### src/rtl/rbcr_pkg.sv
package rbcr_pkg;

  localparam int HANDLE_W = 12;
  localparam int COUNT_W  = 8;
  localparam int FREE_W   = 9;

  localparam int QDEPTH = 8;
  localparam int QCNT_W = $clog2(QDEPTH + 1);

  localparam logic [FREE_W-1:0] POOL_SIZE   = FREE_W'(8);
  localparam logic [QCNT_W-1:0] QDEPTH_C    = QCNT_W'(QDEPTH);
  localparam logic [QCNT_W-1:0] QFULL_C     = QCNT_W'(QDEPTH - 1);
  localparam logic [COUNT_W-1:0] THR_RESET  = COUNT_W'(4);

  localparam logic [1:0] OP_TAKE      = 2'd0;
  localparam logic [1:0] OP_REFILL_OK = 2'd1;
  localparam logic [1:0] OP_REFILL_NG = 2'd2;
  localparam logic [1:0] OP_INVAL     = 2'd3;

  localparam logic [1:0] ST_OK         = 2'd0;
  localparam logic [1:0] ST_OVERFLOW   = 2'd1;
  localparam logic [1:0] ST_REFILL_NG  = 2'd2;
  localparam logic [1:0] ST_NO_REFILL  = 2'd3;

  typedef struct packed {
    logic [1:0]          opcode;
    logic [HANDLE_W-1:0] conn_handle;
  } in_req_t;

  typedef struct packed {
    logic [1:0]          status;
    logic                send_credit;
    logic [HANDLE_W-1:0] credit_handle;
    logic [COUNT_W-1:0]  credit_count;
  } out_res_t;

  typedef struct packed {
    logic                valid;
    logic [HANDLE_W-1:0] handle;
  } qent_t;

  typedef enum logic [2:0] {
    Q_NONE,
    Q_POP,
    Q_PUSH,
    Q_WRITE,
    Q_INVAL
  } qop_t;

  typedef struct packed {
    qop_t  op;
    qent_t entry;
  } qcmd_t;

  typedef enum logic [1:0] {
    S_IDLE,
    S_STEP1,
    S_STEP2
  } seq_state_t;

endpackage

### src/rtl/rbcr_cell.sv
module rbcr_cell (
  input  logic          clk,
  input  rbcr_pkg::qcmd_t cmd,
  input  logic          active,
  input  logic          tail,
  input  rbcr_pkg::qent_t prev_ent,
  input  rbcr_pkg::qent_t next_ent,
  output rbcr_pkg::qent_t ent
);

  rbcr_pkg::qent_t ent_r;
  rbcr_pkg::qent_t ent_nxt;

  always_comb begin
    ent_nxt = ent_r;
    unique case (cmd.op)
      rbcr_pkg::Q_NONE: begin
        ent_nxt = ent_r;
      end
      rbcr_pkg::Q_POP: begin
        ent_nxt = next_ent;
      end
      rbcr_pkg::Q_PUSH: begin
        ent_nxt = prev_ent;
      end
      rbcr_pkg::Q_WRITE: begin
        if (tail) begin
          ent_nxt = cmd.entry;
        end
      end
      rbcr_pkg::Q_INVAL: begin
        if (active && ent_r.valid && (ent_r.handle == cmd.entry.handle)) begin
          ent_nxt.valid = 1'b0;
        end
      end
      default: begin
        ent_nxt = ent_r;
      end
    endcase
  end

  always_ff @(posedge clk) begin
    ent_r <= ent_nxt;
  end

  assign ent = ent_r;

endmodule

### src/rtl/rbcr_queue.sv
module rbcr_queue (
  input  logic                          clk,
  input  logic                          rst_n,
  input  rbcr_pkg::qcmd_t               cmd,
  output rbcr_pkg::qent_t               head,
  output logic [rbcr_pkg::QCNT_W-1:0]   count
);

  logic [rbcr_pkg::QCNT_W-1:0] count_r;
  logic [rbcr_pkg::QCNT_W-1:0] count_nxt;

  rbcr_pkg::qent_t ents   [rbcr_pkg::QDEPTH];
  rbcr_pkg::qent_t prevs  [rbcr_pkg::QDEPTH];
  rbcr_pkg::qent_t nexts  [rbcr_pkg::QDEPTH];

  for (genvar i = 0; i < rbcr_pkg::QDEPTH; i++) begin : g_cell
    if (i == 0) begin : g_first
      assign prevs[i] = cmd.entry;
    end else begin : g_prev
      assign prevs[i] = ents[i-1];
    end
    if (i == rbcr_pkg::QDEPTH - 1) begin : g_last
      assign nexts[i] = ents[i];
    end else begin : g_next
      assign nexts[i] = ents[i+1];
    end

    rbcr_cell u_cell (
      .clk      (clk),
      .cmd      (cmd),
      .active   (rbcr_pkg::QCNT_W'(i) < count_r),
      .tail     (rbcr_pkg::QCNT_W'(i) == count_r),
      .prev_ent (prevs[i]),
      .next_ent (nexts[i]),
      .ent      (ents[i])
    );
  end

  always_comb begin
    count_nxt = count_r;
    unique case (cmd.op)
      rbcr_pkg::Q_POP: begin
        count_nxt = count_r - rbcr_pkg::QCNT_W'(1);
      end
      rbcr_pkg::Q_PUSH: begin
        if (count_r < rbcr_pkg::QDEPTH_C) begin
          count_nxt = count_r + rbcr_pkg::QCNT_W'(1);
        end
      end
      rbcr_pkg::Q_WRITE: begin
        count_nxt = count_r + rbcr_pkg::QCNT_W'(1);
      end
      default: begin
        count_nxt = count_r;
      end
    endcase
  end

  always_ff @(posedge clk) begin
    if (!rst_n) begin
      count_r <= '0;
    end else begin
      count_r <= count_nxt;
    end
  end

  assign head  = ents[0];
  assign count = count_r;

endmodule

### src/rtl/rx_buffer_credit_return_top.sv
// Channel | Ports                              | Transfer
// input   | in_valid, in_stall, in_req         | in_valid & !in_stall
// result  | out_valid, out_stall, out_res      | out_valid & !out_stall
// config  | cfg_valid, cfg_ready, cfg_data     | cfg_valid & cfg_ready
//
// Each request: step one may start a queued refill or runs the opcode,
// step two runs the take or the follow-up refill start; one queue shift per cycle.
// One result per request, held in an output register; the next request is taken
// in the cycle the previous one writes its result.
// Synchronous active-low reset: 8 free buffers, empty queue, threshold 4.
// out_stall holds the result register, and in step two the sequencer and the input.
module rx_buffer_credit_return_top (
  input  logic                          clk,
  input  logic                          rst_n,
  input  logic                          in_valid,
  output logic                          in_stall,
  input  rbcr_pkg::in_req_t             in_req,
  output logic                          out_valid,
  input  logic                          out_stall,
  output rbcr_pkg::out_res_t            out_res,
  input  logic                          cfg_valid,
  output logic                          cfg_ready,
  input  logic [rbcr_pkg::COUNT_W-1:0]  cfg_data
);

  rbcr_pkg::seq_state_t state_r, state_nxt;
  logic [1:0]                     op_r, op_nxt;
  logic [rbcr_pkg::HANDLE_W-1:0]  hdl_r, hdl_nxt;
  logic [rbcr_pkg::COUNT_W-1:0]   thr_r;
  logic [rbcr_pkg::FREE_W-1:0]    free_r, free_nxt;
  logic                           busy_r, busy_nxt;
  rbcr_pkg::qent_t                infl_r, infl_nxt;
  rbcr_pkg::qent_t                bat_r, bat_nxt;
  logic [rbcr_pkg::COUNT_W-1:0]   bcnt_r, bcnt_nxt;
  rbcr_pkg::out_res_t             res_r, res_nxt;
  rbcr_pkg::out_res_t             out_r, out_nxt;
  logic                           out_valid_r, out_valid_nxt;

  rbcr_pkg::qcmd_t                qcmd;
  rbcr_pkg::qent_t                q_head;
  logic [rbcr_pkg::QCNT_W-1:0]    q_count;

  logic                           out_free;
  logic                           in_take;

  rbcr_queue u_queue (
    .clk   (clk),
    .rst_n (rst_n),
    .cmd   (qcmd),
    .head  (q_head),
    .count (q_count)
  );

  assign out_free  = !out_valid_r || !out_stall;
  assign in_stall  = !((state_r == rbcr_pkg::S_IDLE) ||
                       ((state_r == rbcr_pkg::S_STEP2) && out_free));
  assign in_take   = in_valid && !in_stall;
  assign cfg_ready = 1'b1;
  assign out_valid = out_valid_r;
  assign out_res   = out_r;

  always_comb begin
    rbcr_pkg::qent_t              done;
    rbcr_pkg::qent_t              bh;
    logic                         other;
    logic                         ack;
    logic [rbcr_pkg::COUNT_W-1:0] cnt;

    state_nxt     = state_r;
    op_nxt        = op_r;
    hdl_nxt       = hdl_r;
    free_nxt      = free_r;
    busy_nxt      = busy_r;
    infl_nxt      = infl_r;
    bat_nxt       = bat_r;
    bcnt_nxt      = bcnt_r;
    res_nxt       = res_r;
    out_nxt       = out_r;
    out_valid_nxt = out_valid_r && out_stall;
    qcmd.op       = rbcr_pkg::Q_NONE;
    qcmd.entry    = '0;
    done          = infl_r;
    bh            = bat_r;
    other         = 1'b0;
    ack           = 1'b0;
    cnt           = bcnt_r;

    unique case (state_r)
      rbcr_pkg::S_IDLE: begin
        if (in_take) begin
          op_nxt    = in_req.opcode;
          hdl_nxt   = in_req.conn_handle;
          state_nxt = rbcr_pkg::S_STEP1;
        end
      end

      rbcr_pkg::S_STEP1: begin
        res_nxt   = '0;
        state_nxt = rbcr_pkg::S_STEP2;
        unique case (op_r)
          rbcr_pkg::OP_TAKE: begin
            if ((q_count != '0) && !busy_r) begin
              infl_nxt = q_head;
              busy_nxt = 1'b1;
              qcmd.op  = rbcr_pkg::Q_POP;
            end
          end
          rbcr_pkg::OP_REFILL_OK: begin
            if (!busy_r) begin
              res_nxt.status = rbcr_pkg::ST_NO_REFILL;
            end else begin
              busy_nxt = 1'b0;
              infl_nxt = '0;
              if (free_r < rbcr_pkg::POOL_SIZE) begin
                free_nxt = free_r + rbcr_pkg::FREE_W'(1);
              end
              if (done.valid) begin
                bh    = bat_r.valid ? bat_r : done;
                other = (done != bh);
                if (other) begin
                  cnt = bcnt_r;
                  ack = 1'b1;
                end else begin
                  cnt = bcnt_r + rbcr_pkg::COUNT_W'(1);
                  ack = (cnt >= thr_r);
                end
                if (ack) begin
                  if (cnt != '0) begin
                    res_nxt.send_credit   = 1'b1;
                    res_nxt.credit_handle = bh.handle;
                    res_nxt.credit_count  = cnt;
                  end
                  bcnt_nxt = other ? rbcr_pkg::COUNT_W'(1) : '0;
                  bat_nxt  = done;
                end else begin
                  bcnt_nxt = cnt;
                  bat_nxt  = bh;
                end
              end
            end
          end
          rbcr_pkg::OP_REFILL_NG: begin
            if (!busy_r) begin
              res_nxt.status = rbcr_pkg::ST_NO_REFILL;
            end else begin
              qcmd.op        = rbcr_pkg::Q_PUSH;
              qcmd.entry     = infl_r;
              busy_nxt       = 1'b0;
              infl_nxt       = '0;
              res_nxt.status = rbcr_pkg::ST_REFILL_NG;
            end
          end
          rbcr_pkg::OP_INVAL: begin
            qcmd.op           = rbcr_pkg::Q_INVAL;
            qcmd.entry.handle = hdl_r;
            if (busy_r && infl_r.valid && (infl_r.handle == hdl_r)) begin
              infl_nxt.valid = 1'b0;
            end
            if (bat_r.valid && (bat_r.handle == hdl_r)) begin
              bat_nxt  = '0;
              bcnt_nxt = '0;
            end
          end
          default: begin
            res_nxt = '0;
          end
        endcase
      end

      rbcr_pkg::S_STEP2: begin
        if (out_free) begin
          out_nxt       = res_r;
          out_valid_nxt = 1'b1;
          unique case (op_r)
            rbcr_pkg::OP_TAKE: begin
              if ((free_r == '0) || (busy_r && (q_count >= rbcr_pkg::QFULL_C))) begin
                out_nxt.status = rbcr_pkg::ST_OVERFLOW;
              end else begin
                free_nxt = free_r - rbcr_pkg::FREE_W'(1);
                if (busy_r) begin
                  qcmd.op           = rbcr_pkg::Q_WRITE;
                  qcmd.entry.valid  = 1'b1;
                  qcmd.entry.handle = hdl_r;
                end else begin
                  infl_nxt.valid  = 1'b1;
                  infl_nxt.handle = hdl_r;
                  busy_nxt        = 1'b1;
                end
              end
            end
            rbcr_pkg::OP_REFILL_OK: begin
              if ((res_r.status == rbcr_pkg::ST_OK) && (q_count != '0) && !busy_r) begin
                infl_nxt = q_head;
                busy_nxt = 1'b1;
                qcmd.op  = rbcr_pkg::Q_POP;
              end
            end
            default: begin
              qcmd.op = rbcr_pkg::Q_NONE;
            end
          endcase
          if (in_take) begin
            op_nxt    = in_req.opcode;
            hdl_nxt   = in_req.conn_handle;
            state_nxt = rbcr_pkg::S_STEP1;
          end else begin
            state_nxt = rbcr_pkg::S_IDLE;
          end
        end
      end

      default: begin
        state_nxt = rbcr_pkg::S_IDLE;
      end
    endcase
  end

  always_ff @(posedge clk) begin
    if (!rst_n) begin
      state_r <= rbcr_pkg::S_IDLE;
    end else begin
      state_r <= state_nxt;
    end
  end

  always_ff @(posedge clk) begin
    if (!rst_n) begin
      thr_r       <= rbcr_pkg::THR_RESET;
      free_r      <= rbcr_pkg::POOL_SIZE;
      busy_r      <= 1'b0;
      infl_r      <= '0;
      bat_r       <= '0;
      bcnt_r      <= '0;
      out_valid_r <= 1'b0;
    end else begin
      if (cfg_valid && cfg_ready) begin
        thr_r <= cfg_data;
      end
      free_r      <= free_nxt;
      busy_r      <= busy_nxt;
      infl_r      <= infl_nxt;
      bat_r       <= bat_nxt;
      bcnt_r      <= bcnt_nxt;
      out_valid_r <= out_valid_nxt;
    end
  end

  always_ff @(posedge clk) begin
    op_r  <= op_nxt;
    hdl_r <= hdl_nxt;
    res_r <= res_nxt;
    out_r <= out_nxt;
  end

  a_qcount_range: assert property (@(posedge clk) disable iff (!rst_n)
    q_count <= rbcr_pkg::QDEPTH_C)
    else $error("refill queue count beyond depth");

  a_free_range: assert property (@(posedge clk) disable iff (!rst_n)
    free_r <= rbcr_pkg::POOL_SIZE)
    else $error("free count beyond pool size");

  a_idle_inflight: assert property (@(posedge clk) disable iff (!rst_n)
    !busy_r |-> (infl_r == '0))
    else $error("inflight handle set without a refill in flight");

  a_conserve: assert property (@(posedge clk) disable iff (!rst_n)
    ((rbcr_pkg::FREE_W + 1)'(free_r) + (rbcr_pkg::FREE_W + 1)'(q_count) +
     (rbcr_pkg::FREE_W + 1)'(busy_r)) == (rbcr_pkg::FREE_W + 1)'(rbcr_pkg::POOL_SIZE))
    else $error("buffer accounting lost a buffer");

  a_step_order: assert property (@(posedge clk) disable iff (!rst_n)
    (state_r == rbcr_pkg::S_STEP1) |=> (state_r == rbcr_pkg::S_STEP2))
    else $error("first step not followed by second step");

endmodule

### config.mk
export PLATFORM = sky130hd
export DESIGN_NAME = rx_buffer_credit_return_top
export DESIGN_NICKNAME = d
export VERILOG_FILES = /design/src/rtl/rbcr_pkg.sv /design/src/rtl/rbcr_cell.sv /design/src/rtl/rbcr_queue.sv /design/src/rtl/rx_buffer_credit_return_top.sv
export SDC_FILE = /design/constraint.sdc
export NUM_CORES = 1
export LEC_CHECK = 0
export ABC_AREA = 1
export BUFFER_PORTS_ARGS = -buffer_cell sky130_fd_sc_hd__buf_2
export CAP_MARGIN = 20
export CORE_MARGIN = 5
export CORE_UTILIZATION = 40
export CTS_CLUSTER_DIAMETER = 150
export DETAILED_ROUTE_END_ITERATION = 7
export SETUP_SLACK_MARGIN = 0.15
export SLEW_MARGIN = 15
export SYNTH_ARGS = -nofsm -noshare
export SYNTH_HDL_FRONTEND = slang
export SYNTH_HIERARCHICAL = 1
export SYNTH_SLANG_ARGS = --single-unit
### constraint.sdc
create_clock -name clk -period 6.25 [get_ports clk]
set_clock_uncertainty 0.2 [all_clocks]
set_input_delay 1.25 -clock clk [delete_from_list [all_inputs] [get_ports clk]]
set_output_delay 1.25 -clock clk [all_outputs]
set_load 0.01 [all_outputs]
==> results.ini <==
[clock_network]
clock_latency_ps=570
postCtsSetupRepairBufs=0
cts_tree=built
clk_pin_slew_ps=60
clockBufferDepth=3
cts_hold_buf=0
cts_sinks=223
clockRootBuffer=clkbuf_16
post_cts_resized=0
cts_made_buffers=27
htreeDepth=1

[die]
start_util=0.405
rows=72
core_sq_um=38700
die_x_um=208
fp.dieArea_sq_um=43300
die_y_um=208
ioPinCount=53

[pwr]
clkPwrFrac=0.415
power_mw=3.73
internal_power_mw=2.69
p_comb_frac=0.116
seqPwrFrac=0.469
power_leakage_nw=7.13
ir_drop_uv=173
power_switching_mw=1.04
switching_share=0.278
p_per_area_nw_per_um2=217

[synth]
synth_nets=2091
syn_area_per_cell_sq_um=7.72
synth-edff-count=164
ys_seq_elements=223
synth_commonest_cells=nand2_1, inv_1, nor2_1, edfxtp_1, nand3_1
syn_inst=2032
synth_area_sq_um=15700
ys_seq_area_frac=0.389
ys.warnings.count=6
synthArstFlopShare=0
yosysTopAreaCell=edfxtp_1
synth_area_leaders=edfxtp_1, nand2_1, dfxtp_1
synth_top_area_frac=0.314
synth_ff_type=edfxtp_1
yosysMostFrequentCell=nand2_1
synth_cell_types=43

[detailed_routing]
drt_wl_total_um=44000
first_pass_iters=6
wl_per_cell_um=16.9
first_iter_violations=987
drcViolationCount=0
num_vias=13589
viasPerCell=5.21
antenna_left=0

[critical_path]
cpMaxStageDelayCell=a21oi_4
crit_required_ps=6370
cp_slowest_stage_delay_ps=860
critPathArrivalTime_ps=4740
path_buf_inv=3
reg2reg_to=u_queue/g_cell[6].u_cell/ent[3]
start_kind=flip-flop
critical_path_depth=10
end_kind=flip-flop
path_cells=inv_1 > ha_1 > clkinv_1 > nor2_2 > nand3_1 > a21oi_4 > nand3_2 > nor2_1 > a21oi_1 > buf_4
crit_family=simple AND/OR/NAND/NOR gates
worstRegToRegCells=10
critPathKind=flip-flop to flip-flop
ff2ff_setup_slack_ps=1630
r2r_start=state_r[0]
worst-path-max-fanout=29

[place]
place.gp.congestion=0.880
hpwl_um=31300
place_inst=2554
port_buffers=51
place_area_sq_um=16200
place_ws_ps=1470

[sta]
min_period_ps=4620
tns_ps=0
hold_viol_final=0
finalSetupViolCount=0
slew_viol_final=0
fmax_mhz=216
grt_setup_unrepaired=no
tightestPinTransition_ps=1060
period_share=0.739
slew_headroom=0.294
layout_setup_ws_ps=1630

[global_routing]
track_usage=0.195
grt_start_max_net_pins=52
grt_pass1_wl_um=69100
grt-ovfl-total=0
antenna_found_initial=0
grt_pass1_vias=12753

[final_layout]
final_cell_area_sq_um=17100
drive_above_1_share=0.190
area_delta_synth_final_pct=9.35
multi_input_area_sq_um=7840
antennaDiodeCount=0
nets=2130
nFillCells=3900
stdcell_count=2609
ff_latch_area_sq_um=6110

[worst_hold_path]
min_to=out_res[4]
hp-class=flip-flop to flip-flop
hold_path_depth=0
min-delay-start=res_r[4]

[flow_run]
drv_cap=0

[run_status]
outcome=finished, final reports clean

==> routing by layer <==
layer	vias up	GRT usage	routed length [um]
met5	-	0	0
met3	98	0.0286	2750
li1	6679	-	-
met4	0	0.0634	1410
met1	6370	0.257	18900
met2	442	0.330	21000
==> layout by cell type, fill, tap and decap left out, drive strengths merged <==
| cell | synthesis | layout |
|---|---|---|
| fa | 1 | 1 |
| a211oi | 2 | 2 |
| bufinv | 0 | 2 |
| o21bai | 1 | 1 |
| a31oi | 4 | 4 |
| nor4 | 1 | 1 |
| clkinvlp | 0 | 2 |
| ha | 31 | 31 |
| dfxtp | 59 | 59 |
| o22ai | 14 | 14 |
| a21oi | 90 | 90 |
| a21boi | 1 | 1 |
| conb | 1 | 1 |
| buf | 45 | 78 |
| nor3 | 8 | 8 |
| clkbuf | 24 | 34 |
| o21ai | 75 | 75 |
| nand3b | 3 | 3 |
| a32oi | 1 | 1 |
| nor2 | 202 | 202 |
| o31ai | 2 | 2 |
| o211ai | 72 | 72 |
| xnor2 | 23 | 23 |
| edfxtp | 164 | 164 |
| nand2 | 627 | 627 |
| or2 | 1 | 1 |
| or3 | 1 | 1 |
| inv | 320 | 321 |
| nand3 | 225 | 225 |
| clkinv | 2 | 13 |
| nand4 | 23 | 23 |
| xor2 | 8 | 8 |
| o2111a | 1 | 1 |
==> power by group through the flow <==
stage	clock network [mW]	logic (mW)	registers (mW)
global placement	0	0.422	1.77
CTS	1.58	0.431	1.74
floorplan	0	0.315	1.74
global route	1.64	0.489	1.75
detailed placement	0	0.428	1.77
finish	1.55	0.433	1.75
==> worst register-to-register path, cell delays in order, from the launching register on <==
cell and delay (ps):
dfxtp_1 340, inv_1 90, ha_1 840, clkinv_1 250, nor2_2 330, nand3_1 300
a21oi_4 860, nand3_2 550, nor2_1 220, a21oi_1 150, buf_4 240
==> registers in the layout (all words and copies together) (netlist names) <==
| signal | count |
|---|---|
| bcnt_r | 8 |
| out_valid | 1 |
| thr_r | 8 |
| u_queue/g_cell.u_cell/ent | 104 |
| op_r | 2 |
| state_r | 2 |
| res_r | 23 |
| hdl_r | 12 |
| bat_r | 13 |
| out_res | 23 |
| busy_r | 1 |
| infl_r | 13 |
| u_queue/count | 4 |
| free_r | 9 |
==> cells by family (layout without fill, tap and decap cells) <==
logic type	after synthesis	in the layout	share of synthesized area
fa+ha+maj	32	32	0.0260
flops	223	223	0.389
xor+xnor	31	31	0.0173
other cells	1	1	0.000239
buf+inv	391	450	0.115
compound gates	263	263	0.121
simple gates	1091	1091	0.331
==> final cells by class <==
class                      count  area share
timing repair buffer          79      0.0274
clock buffer                  33      0.0413
multi-input combinational   1418       0.457
sequential                   223       0.356
tap                          518      0.0378
clock inverter                16     0.00868
inverter                     322      0.0717
==> how the worst max path moves through the flow <==
stage | start | endpoint
after global routing | state_r[0] | u_queue/g_cell[6].u_cell/ent[3]
after CTS | state_r[0] | u_queue/g_cell[5].u_cell/ent[1]
after global placement | state_r[0] | u_queue/g_cell[6].u_cell/ent[1]
after floorplan | out_stall | u_queue/g_cell[0].u_cell/ent[0]
after detailed placement | state_r[0] | u_queue/g_cell[5].u_cell/ent[6]
final | state_r[0] | u_queue/g_cell[6].u_cell/ent[3]
==> metrics by stage <==
stage	hold WS, ps	util
2_1_floorplan	200	-
3_3_place_gp	202	0.419
3_5_place_dp	205	0.419
4_1_cts	217	0.441
5_1_grt	225	0.443
6_report	217	0.443
Note: power is estimated with default switching activity, not from simulation.
